### config.mk
export PLATFORM = sky130hd
export DESIGN_NAME = tagged_handle_set_swap_remove
export DESIGN_NICKNAME = d
export VERILOG_FILES = /design/src/hw/rtl/ths_pkg.sv /design/src/hw/rtl/tagged_handle_set_swap_remove.sv /design/src/hw/rtl/ths_ram.sv
export SDC_FILE = /design/constraint.sdc
export NUM_CORES = 1
export LEC_CHECK = 0
export BUFFER_PORTS_ARGS = -buffer_cell sky130_fd_sc_hd__buf_2
export CORE_AREA = 2 2 423 425
export DETAILED_ROUTE_END_ITERATION = 12
export DIE_AREA = 0 0 425 427
export SLEW_MARGIN = 20
export SYNTH_ARGS = -nofsm -noshare
export SYNTH_HDL_FRONTEND = slang
export SYNTH_HIERARCHICAL = 1
export SYNTH_SLANG_ARGS = --single-unit
### constraint.sdc
create_clock -name clk -period 4.3 [get_ports clk]
set_input_delay 0.645 -clock clk [delete_from_list [all_inputs] [get_ports clk]]
set_output_delay 0.645 -clock clk [all_outputs]
set_load 0.02 [all_outputs]
### src/hw/rtl/ths_pkg.sv
// Package for the tagged handle set with swap-on-remove.
// Holds sizes, status and action codes, register indexes and the control state type.
// Used by tagged_handle_set_swap_remove; depends on nothing.
package ths_pkg;

    localparam int MAX_ENTRIES = 32;
    localparam int IDX_W       = $clog2(MAX_ENTRIES);
    localparam int CNT_W       = 6;
    localparam int HANDLE_W    = 16;
    localparam int FLAG_W      = 16;
    localparam int BYTE_W      = 8;
    localparam int ENTRY_W     = HANDLE_W + 2 * BYTE_W;
    localparam int APB_DATA_W  = 32;
    localparam int APB_ADDR_W  = 3;

    localparam logic [CNT_W-1:0] CAPACITY_RESET = CNT_W'(32);
    localparam logic [CNT_W-1:0] MAX_COUNT      = CNT_W'(MAX_ENTRIES);

    localparam logic ACT_INSERT = 1'b0;
    localparam logic ACT_REMOVE = 1'b1;

    localparam logic [1:0] STATUS_DONE      = 2'd0;
    localparam logic [1:0] STATUS_FULL      = 2'd1;
    localparam logic [1:0] STATUS_NOT_FOUND = 2'd2;

    localparam logic REG_CAPACITY = 1'b0;

    typedef enum logic [1:0] {
        ST_IDLE,
        ST_SCAN,
        ST_MOVE
    } state_t;

endpackage

### src/hw/rtl/tagged_handle_set_swap_remove.sv
// Top level of the bounded handle set with swap-on-remove and two flag bytes per entry.
// Depends on ths_pkg and on ths_ram, which holds the entries.
//
// Channel   Direction  Signals                            Transfer when
// command   in         start, action, handle, flag_word   start high and busy low
// result    out        done, status, occupancy            done high, one cycle
// config    in/out     APB: psel ... pready               psel, penable, pwrite high
//
// An insert leaves busy low, so inserts can follow back to back.
// A remove scans one stored entry per cycle through the single RAM read port;
// on a match the last entry is moved into the matched slot; done is registered.
// Reset clears the count and sets the capacity to 32; the RAM contents are not cleared.
// The receiver cannot stall; each result is shown for exactly one cycle.
module tagged_handle_set_swap_remove
    import ths_pkg::*;
(
    input  logic                  clk,
    input  logic                  rst_n,
    input  logic                  start,
    output logic                  busy,
    input  logic                  action,
    input  logic [HANDLE_W-1:0]   handle,
    input  logic [FLAG_W-1:0]     flag_word,
    output logic                  done,
    output logic [1:0]            status,
    output logic [CNT_W-1:0]      occupancy,
    input  logic                  psel,
    input  logic                  penable,
    input  logic                  pwrite,
    input  logic [APB_ADDR_W-1:0] paddr,
    input  logic [APB_DATA_W-1:0] pwdata,
    output logic [APB_DATA_W-1:0] prdata,
    output logic                  pready
);

    state_t              state_reg, state_next;
    logic [CNT_W-1:0]    count_reg, count_next;
    logic [CNT_W-1:0]    capacity_reg;
    logic [HANDLE_W-1:0] key_reg, key_next;
    logic [CNT_W-1:0]    scan_idx_reg, scan_idx_next;
    logic [IDX_W-1:0]    cmp_idx_reg, cmp_idx_next;
    logic                cmp_valid_reg, cmp_valid_next;
    logic                done_reg, done_next;
    logic [1:0]          status_reg, status_next;
    logic [CNT_W-1:0]    occupancy_reg;

    logic                accept;
    logic                cfg_write;
    logic [CNT_W-1:0]    limit;
    logic                full;
    logic [IDX_W-1:0]    last_idx;
    logic                match;
    logic                wr_en;
    logic [IDX_W-1:0]    wr_addr;
    logic [ENTRY_W-1:0]  wr_data;
    logic                rd_en;
    logic [IDX_W-1:0]    rd_addr;
    logic [ENTRY_W-1:0]  rd_data;

    assign accept    = start && (state_reg == ST_IDLE);
    assign cfg_write = psel && penable && pwrite && pready;
    assign limit     = (capacity_reg < MAX_COUNT) ? capacity_reg : MAX_COUNT;
    assign full      = (count_reg >= limit) || (count_reg >= MAX_COUNT);
    assign last_idx  = IDX_W'(count_reg - CNT_W'(1));
    assign match     = cmp_valid_reg && (rd_data[ENTRY_W-1 -: HANDLE_W] == key_reg);

    ths_ram #(
        .WIDTH (ENTRY_W),
        .DEPTH (MAX_ENTRIES)
    ) u_entry_ram (
        .clk     (clk),
        .wr_en   (wr_en),
        .wr_addr (wr_addr),
        .wr_data (wr_data),
        .rd_en   (rd_en),
        .rd_addr (rd_addr),
        .rd_data (rd_data)
    );

    always_comb
    begin
        state_next = state_reg;
        case (state_reg)
            ST_IDLE:
            begin
                if (accept && (action == ACT_REMOVE) && (count_reg != '0))
                begin
                    state_next = ST_SCAN;
                end
            end
            ST_SCAN:
            begin
                if (match)
                begin
                    state_next = ST_MOVE;
                end
                else if (cmp_valid_reg && (cmp_idx_reg == last_idx))
                begin
                    state_next = ST_IDLE;
                end
            end
            ST_MOVE:
            begin
                state_next = ST_IDLE;
            end
            default:
            begin
                state_next = ST_IDLE;
            end
        endcase
    end

    always_comb
    begin
        count_next     = count_reg;
        key_next       = key_reg;
        scan_idx_next  = scan_idx_reg;
        cmp_idx_next   = cmp_idx_reg;
        cmp_valid_next = cmp_valid_reg;
        done_next      = 1'b0;
        status_next    = status_reg;
        wr_en          = 1'b0;
        wr_addr        = count_reg[IDX_W-1:0];
        wr_data        = {handle, flag_word[FLAG_W-1 -: BYTE_W], flag_word[BYTE_W-1:0]};
        rd_en          = 1'b0;
        rd_addr        = scan_idx_reg[IDX_W-1:0];
        case (state_reg)
            ST_IDLE:
            begin
                if (accept)
                begin
                    key_next       = handle;
                    scan_idx_next  = '0;
                    cmp_valid_next = 1'b0;
                    if (action == ACT_INSERT)
                    begin
                        done_next = 1'b1;
                        if (full)
                        begin
                            status_next = STATUS_FULL;
                        end
                        else
                        begin
                            status_next = STATUS_DONE;
                            wr_en       = 1'b1;
                            count_next  = count_reg + CNT_W'(1);
                        end
                    end
                    else if (count_reg == '0)
                    begin
                        done_next   = 1'b1;
                        status_next = STATUS_NOT_FOUND;
                    end
                end
            end
            ST_SCAN:
            begin
                if (match)
                begin
                    rd_en   = 1'b1;
                    rd_addr = last_idx;
                end
                else if (cmp_valid_reg && (cmp_idx_reg == last_idx))
                begin
                    done_next   = 1'b1;
                    status_next = STATUS_NOT_FOUND;
                end
                else
                begin
                    rd_en          = 1'b1;
                    cmp_valid_next = 1'b1;
                    cmp_idx_next   = scan_idx_reg[IDX_W-1:0];
                    scan_idx_next  = scan_idx_reg + CNT_W'(1);
                end
            end
            ST_MOVE:
            begin
                wr_en       = 1'b1;
                wr_addr     = cmp_idx_reg;
                wr_data     = rd_data;
                count_next  = count_reg - CNT_W'(1);
                done_next   = 1'b1;
                status_next = STATUS_DONE;
            end
            default:
            begin
                done_next = 1'b0;
            end
        endcase
    end

    always_ff @(posedge clk or negedge rst_n)
    begin
        if (!rst_n)
        begin
            state_reg     <= ST_IDLE;
            count_reg     <= '0;
            capacity_reg  <= CAPACITY_RESET;
            cmp_valid_reg <= 1'b0;
            done_reg      <= 1'b0;
        end
        else
        begin
            state_reg     <= state_next;
            count_reg     <= count_next;
            cmp_valid_reg <= cmp_valid_next;
            done_reg      <= done_next;
            if (cfg_write && (paddr[APB_ADDR_W-1] == REG_CAPACITY))
            begin
                capacity_reg <= pwdata[CNT_W-1:0];
            end
        end
    end

    always_ff @(posedge clk)
    begin
        key_reg       <= key_next;
        scan_idx_reg  <= scan_idx_next;
        cmp_idx_reg   <= cmp_idx_next;
        status_reg    <= status_next;
        occupancy_reg <= count_next;
    end

    assign busy      = (state_reg != ST_IDLE);
    assign done      = done_reg;
    assign status    = status_reg;
    assign occupancy = occupancy_reg;
    assign pready    = 1'b1;
    assign prdata    = (paddr[APB_ADDR_W-1] == REG_CAPACITY)
                       ? {{(APB_DATA_W - CNT_W){1'b0}}, capacity_reg}
                       : '0;

`ifndef SYNTHESIS
    a_count_bound: assert property (@(posedge clk) disable iff (!rst_n)
        count_reg <= MAX_COUNT)
        else $error("Entry count exceeds the storage size.");

    a_move_one_cycle: assert property (@(posedge clk) disable iff (!rst_n)
        state_reg == ST_MOVE |=> state_reg == ST_IDLE && done_reg)
        else $error("Swap step did not finish with a result.");

    a_move_decrements: assert property (@(posedge clk) disable iff (!rst_n)
        state_reg == ST_MOVE |=> count_reg == $past(count_reg) - CNT_W'(1))
        else $error("Remove did not decrement the count.");

    a_scan_in_range: assert property (@(posedge clk) disable iff (!rst_n)
        state_reg == ST_SCAN && cmp_valid_reg |-> CNT_W'(cmp_idx_reg) < count_reg)
        else $error("Scan compared an unoccupied slot.");

    a_refused_keeps_count: assert property (@(posedge clk) disable iff (!rst_n)
        done_reg && status_reg != STATUS_DONE |-> count_reg == $past(count_reg))
        else $error("Refused transfer changed the count.");
`endif

endmodule

### src/hw/rtl/ths_ram.sv
// Generic single-write, single-read synchronous RAM with a registered read port.
// Used for the entry store of the handle set; depends on nothing.
module ths_ram #(
    parameter int WIDTH = 32,
    parameter int DEPTH = 32
) (
    input  logic                     clk,
    input  logic                     wr_en,
    input  logic [$clog2(DEPTH)-1:0] wr_addr,
    input  logic [WIDTH-1:0]         wr_data,
    input  logic                     rd_en,
    input  logic [$clog2(DEPTH)-1:0] rd_addr,
    output logic [WIDTH-1:0]         rd_data
);

    logic [WIDTH-1:0] mem [DEPTH];

    always_ff @(posedge clk)
    begin
        if (wr_en)
        begin
            mem[wr_addr] <= wr_data;
        end
        if (rd_en)
        begin
            rd_data <= mem[rd_addr];
        end
    end

endmodule
==> run_results.csv, run 1 <==
group,metric,value,unit
run_status,status,"completed",
routing,vias_per_cell,3.13,
timing,worst_pin_slew,0.898,ns
place,post-place-ws,0.359,ns
timing,worst_slack,0.454,ns
floorplanning,die_height,427,um
routing,initialDrtViolationCount,841,
timing,fmax,260,MHz
timing,finalSetupViolations,0,
cells_and_area,area_growth,21.4,%
run,maxCapViolCount,0,
synthesis,ys_warn_count,6,
floorplanning,io_pins,117,
cts,cts_resized,0,
timing,rsz0062_at_grt,"no",
cells_and_area,nNetsFinal,1638,
setup_path,end_kind,"register",
synthesis,syn-cell-area,0.0238,mm2
global_routing,grt_overflow,0,
hold_path,worstHoldPathType,"in2reg",
cells_and_area,final_cell_mix,"edfxtp_1, mux2i_1, buf_4",
routing,wl_per_cell,13.4,um
global_routing,antenna_found_initial,4,
floorplanning,core,0.177,mm2
synthesis,netlist_instances,1467,
synthesis,avgSynthCellArea,16.2,um2
setup_path,critPathMaxFanout,32,
global_routing,grt_pass1_wl,78300,um
setup_path,cp.arrival,4.22,ns
cells_and_area,largest_reg_flops,512,
cts,cts_made_buffers,58,
global_routing,grt.total_usage,0.0566,
place,routabilityCongestion,0.739,
floorplanning,rows,155,
setup_path,required,4.67,ns
timing,hold_viol_final,0,
floorplanning,die_area,0.181,mm2
routing,vias,12400,
routing,ant_nets,0,
timing,period_needed,3.85,ns
routing,wirelength,52800,um
timing,skew,0.0408,ns
cts,cts_max_level,2,
cells_and_area,post_route_cells_drive_above_1_share,0.162,
power_and_ir_drop,p_leak,9.37,nW
cts,cts_num_sinks,578,
cells_and_area,layout_commonest_cell,"edfxtp_1",
setup_path,cp-start-kind,"register",
floorplanning,start_util,0.134,
global_routing,grt_pass1_vias,12100,
cts,cts_buffer_depth,3,
place,io_buffers,45,
timing,report.final.slew_viol_count,0,
routing,drc,0,
floorplanning,die_x,425,um
timing,worst_slew_margin_rel,0.395,
global_routing,grt_max_degree,101,
cts,clock_latency,0.65,ns
cells_and_area,fill_cells,19300,
cts,cts_root_buffer,"clkbuf_16",
setup_path,crit_type,"reg2reg",
power_and_ir_drop,peakVddDrop,0.394,mV
timing,min_period_over_period,0.894,
power_and_ir_drop,p_per_area,542,mW/mm2
place,dpl.hpwl,32500,um
cts,clkTransAtPathRegs,0.06,ns
cts,cts_tree,"done",
routing,first_pass_iters,5,
cells_and_area,n_antenna_cell,0,
timing,final.setup.tns,0,ns
==> critical path, cell delays in order, from the launching register on <==
cell	delay (ns)
edfxtp_1	0.39
xnor2_1	0.25
nand4_1	0.23
nor4_1	0.46
buf_4	0.20
nand3_1	0.10
nor2_1	0.12
buf_4	0.15
mux2i_1	0.21
buf_4	0.18
nor2b_4	0.18
buf_4	0.44
a22oi_1	0.19
a31oi_1	0.35
nand3_1	0.12
==> routing by layer <==
layer  global-route usage  wire [um]  part of all wire
met1               0.0753      24200              0.46
met2               0.0942      25200              0.48
met3              0.00952       2370             0.045
met4               0.0158       1020             0.019
met5                    0          0                 0
==> layout make-up <==
type	count	area (um2)	share of cell area
inverters	12	45.0	0.00156
flip-flops and latches	578	17200	0.595
multi-input cells	769	5840	0.202
repair buffers	131	1040	0.0358
clock inverters	34	324	0.0112
clock buffers	72	1500	0.0520
well taps	2355	2950	0.102
==> where the power goes <==
part           leakage (nW)  switching (mW)  internal (mW)
registers              5.26           0.158           6.47
clock network         0.880            2.11           2.73
logic                  3.23            2.45           1.74
==> path summary, 6_finish.rpt <==
check / start / endpoint / slack, ns / cells after the start
worst max-delay path: u_entry_ram/rd_data[28] / u_entry_ram/rd_data[23] / 0.45 / 14
worst min-delay path: handle[9] / key_reg[9] / 0.19 / 1
worst max register to register: u_entry_ram/rd_data[28] / u_entry_ram/rd_data[23] / 0.45 / 14
worst min register to register: scan_idx_reg[4] / cmp_idx_reg[4] / 0.50 / 0
max in group asynchronous: rst_n / capacity_reg[5] / 3.49 / 2
min in group asynchronous: rst_n / capacity_reg[2] / 0.49 / 2
==> stage by stage <==
step                      utilization  power, mW  instance area [um2]  cells  hold slack (ns)
after floorplan                     -       9.68                23900   1492            0.349
after global placement          0.153       10.9                27100   3844            0.486
after detailed placement        0.153       11.0                27100   3844            0.498
after CTS                       0.163       15.8                28900   3951            0.148
after global routing            0.163       16.4                28900   3951            0.154
final                           0.163       15.7                28900   3951            0.185
==> what timing repair did <==
| action | in CTS | in global routing |
|---|---|---|
| hold buffers | 1 | 0 |
| buffers inserted | 0 | 0 |
| endpoints found under the setup margin | 0 | 0 |
| hold endpoints to repair | 15 | 0 |
Power figures use the tool's default switching activity.
==> inputs of run 2 (changes only) <==
ABC_CLOCK_PERIOD_IN_PS = 4300   (was not set)
PLACE_DENSITY = 0.42   (was not set)
==> run 2 against run 1 <==
- register-to-register slack worse by 0.08 ns
- sequential share of layout area shrank 1.3 points
- setup slack lost 0.079 ns
- first-iteration DRC count shrank 9.6%
- hold slack improved by 0.047 ns
- critical path depth up 1
- flip-flop and latch count unchanged
- global-route usage increased by 1.3 points
- non-clock buffer count rose by 40
- total power rose by 7.8%
- core utilization up 0.38 points
- critical path type unchanged
- critical endpoint is now u_entry_ram/rd_data[27]
- largest power group unchanged
- highest routed layer unchanged
==> run_results.csv, run 2 (synthesis gave the netlist of run 1 again) <==
group,metric,value,unit
cts,cts_tree,"done",
hold_path,hold_start,"handle[10]",
routing,first_pass_iters,7,
setup_path,critPathMaxFanout,22,
cells_and_area,nNetsFinal,1687,
floorplanning,io_pins,117,
place,dpl.hpwl,39200,um
setup_path,slowest_delay,0.47,ns
timing,worst_slew_margin_rel,0.352,
cts,cts_num_sinks,578,
setup_path,critPathBufInv,4,
power_and_ir_drop,p_per_area,571,mW/mm2
floorplanning,die_x,425,um
floorplanning,die_area,0.181,mm2
setup_path,end_kind,"register",
routing,wl_per_cell,15.9,um
timing,finalSetupViolations,0,
cells_and_area,final_cell_mix,"edfxtp_1, mux2i_1, buf_4",
cells_and_area,post_route_cells_drive_above_1_share,0.198,
timing,report.final.slew_viol_count,0,
routing,initialDrtViolationCount,760,
hold_path,worstHoldPathType,"in2reg",
global_routing,grt_max_degree,53,
timing,skew,0.0244,ns
global_routing,grt_pass1_vias,12600,
setup_path,cp-startpoint,"u_entry_ram/rd_data[28]",
cts,cts_root_buffer,"clkbuf_16",
routing,drc,0,
routing,vias_per_cell,3.14,
global_routing,grt_overflow,0,
cts,cts_max_level,3,
setup_path,crit_top_cell,"buf_4",
routing,vias,12600,
global_routing,antenna_found_initial,4,
global_routing,grt_pass1_wl,91400,um
cts,cts_resized,0,
timing,final.setup.tns,0,ns
setup_path,timing.rr.start,"u_entry_ram/rd_data[28]",
cells_and_area,largest_reg_flops,512,
cts,cts_buffer_depth,3,
power_and_ir_drop,power,16.9,mW
run_status,status,"completed",
timing,min_period_over_period,0.913,
setup_path,crit_path_top_delay_cell,"a31oi_1",
power_and_ir_drop,peakVddDrop,0.289,mV
power_and_ir_drop,p_leak,9.71,nW
setup_path,worstPathCellList,"xnor2_1 > nand4_1 > nor4_1 > buf_4 > nand3_1 > nor2_1 > buf_4 > mux2_8 > buf_4 > mux2i_1 > a22o_1 > nor3_1 > buf_4 > a31oi_1 > nand3_1",
cells_and_area,finalNonFillerCells,4008,
cts,clkTransAtPathRegs,0.06,ns
place,io_buffers,45,
floorplanning,die_height,427,um
run,maxCapViolCount,0,
routing,ant_nets,0,
setup_path,cp-start-kind,"register",
setup_path,required,4.62,ns
setup_path,crit_type,"reg2reg",
cells_and_area,fill_cells,19400,
timing,fmax,255,MHz
floorplanning,rows,155,
cells_and_area,area_growth,24.2,%
setup_path,cp.arrival,4.24,ns
timing,worst_pin_slew,0.972,ns
cells_and_area,layout_commonest_cell,"edfxtp_1",
timing,hold_viol_final,0,
global_routing,grt.total_usage,0.0693,
place,routabilityCongestion,0.711,
cts,clock_latency,0.60,ns
timing,period_needed,3.92,ns
routing,wirelength,63600,um
place,place_inst,3884,
timing,rsz0062_at_grt,"no",
floorplanning,start_util,0.134,
cts,cts_made_buffers,67,
floorplanning,core,0.177,mm2
setup_path,crit_family,"simple AND/OR/NAND/NOR gates",
-- run 2: cell types whose count changed in the layout (fill, tap and decap cells not counted), sizes merged --
cell      previous run  this run
clkinv              25        14
bufinv               4         2
inv                 13        15
clkinvlp             4         1
clkbuf              72        97
buf                130       170
diode                0         6
-- run 2: stage by stage --
| step | hold slack, ns | util | setup slack (ns) | area (um2) |
|---|---|---|---|---|
| after global placement | 0.501 | 0.155 | 0.381 | 27500 |
| final | 0.232 | 0.167 | 0.376 | 29600 |
| after floorplan | 0.349 | - | 0.911 | 23900 |
| after CTS | 0.202 | 0.167 | 0.334 | 29600 |
| after global routing | 0.204 | 0.167 | 0.135 | 29600 |
| after detailed placement | 0.494 | 0.155 | 0.348 | 27500 |
-- run 2: path summary, 6_finish.rpt --
| kind | cells after the start | endpoint | slack, ns |
|---|---|---|---|
| max in group asynchronous | 2 | capacity_reg[5] | 3.46 |
| min in group asynchronous | 2 | capacity_reg[0] | 0.52 |
| setup / recovery | 15 | u_entry_ram/rd_data[27] | 0.38 |
| hold reg to reg | 0 | cmp_idx_reg[4] | 0.52 |
| hold / removal | 1 | key_reg[10] | 0.23 |
| setup reg to reg | 15 | u_entry_ram/rd_data[27] | 0.38 |
-- run 2: power breakdown --
| group | leakage (nW) | internal, mW | switching [mW] | total, mW |
|---|---|---|---|---|
| combinational | 3.46 | 2.02 | 2.86 | 4.88 |
| clock | 0.987 | 3.14 | 2.24 | 5.38 |
| sequential | 5.26 | 6.47 | 0.154 | 6.63 |
-- run 2: metal layers --
metal / track usage / routed length, um / up-vias / part of all wire
li1: - / - / 5865 / -
met1: 0.0868 / 28000 / 6413 / 0.44
met2: 0.117 / 31500 / 224 / 0.50
met3: 0.0112 / 2180 / 97 / 0.034
met4: 0.0310 / 1920 / 0 / 0.030
met5: 0 / 0 / - / 0
-- run 2: cell type report --
| class | instances | area [um2] | share of cell area |
|---|---|---|---|
| Antenna cell | 6 | 15.0 | 0.000507 |
| Timing Repair Buffer | 171 | 1410 | 0.0477 |
| Tap cell | 2355 | 2950 | 0.0996 |
| Sequential cell | 578 | 17200 | 0.582 |
| Inverter | 12 | 45.0 | 0.00152 |
| Multi-Input combinational cell | 769 | 5910 | 0.200 |
| Clock inverter | 20 | 180 | 0.00609 |
| Clock buffer | 97 | 1860 | 0.0630 |
-- run 2: what timing repair did --
| item | in CTS | in global routing |
|---|---|---|
| hold endpoints to repair | 15 | 0 |
| buffers inserted | 0 | 0 |
| hold buffers | 1 | 0 |
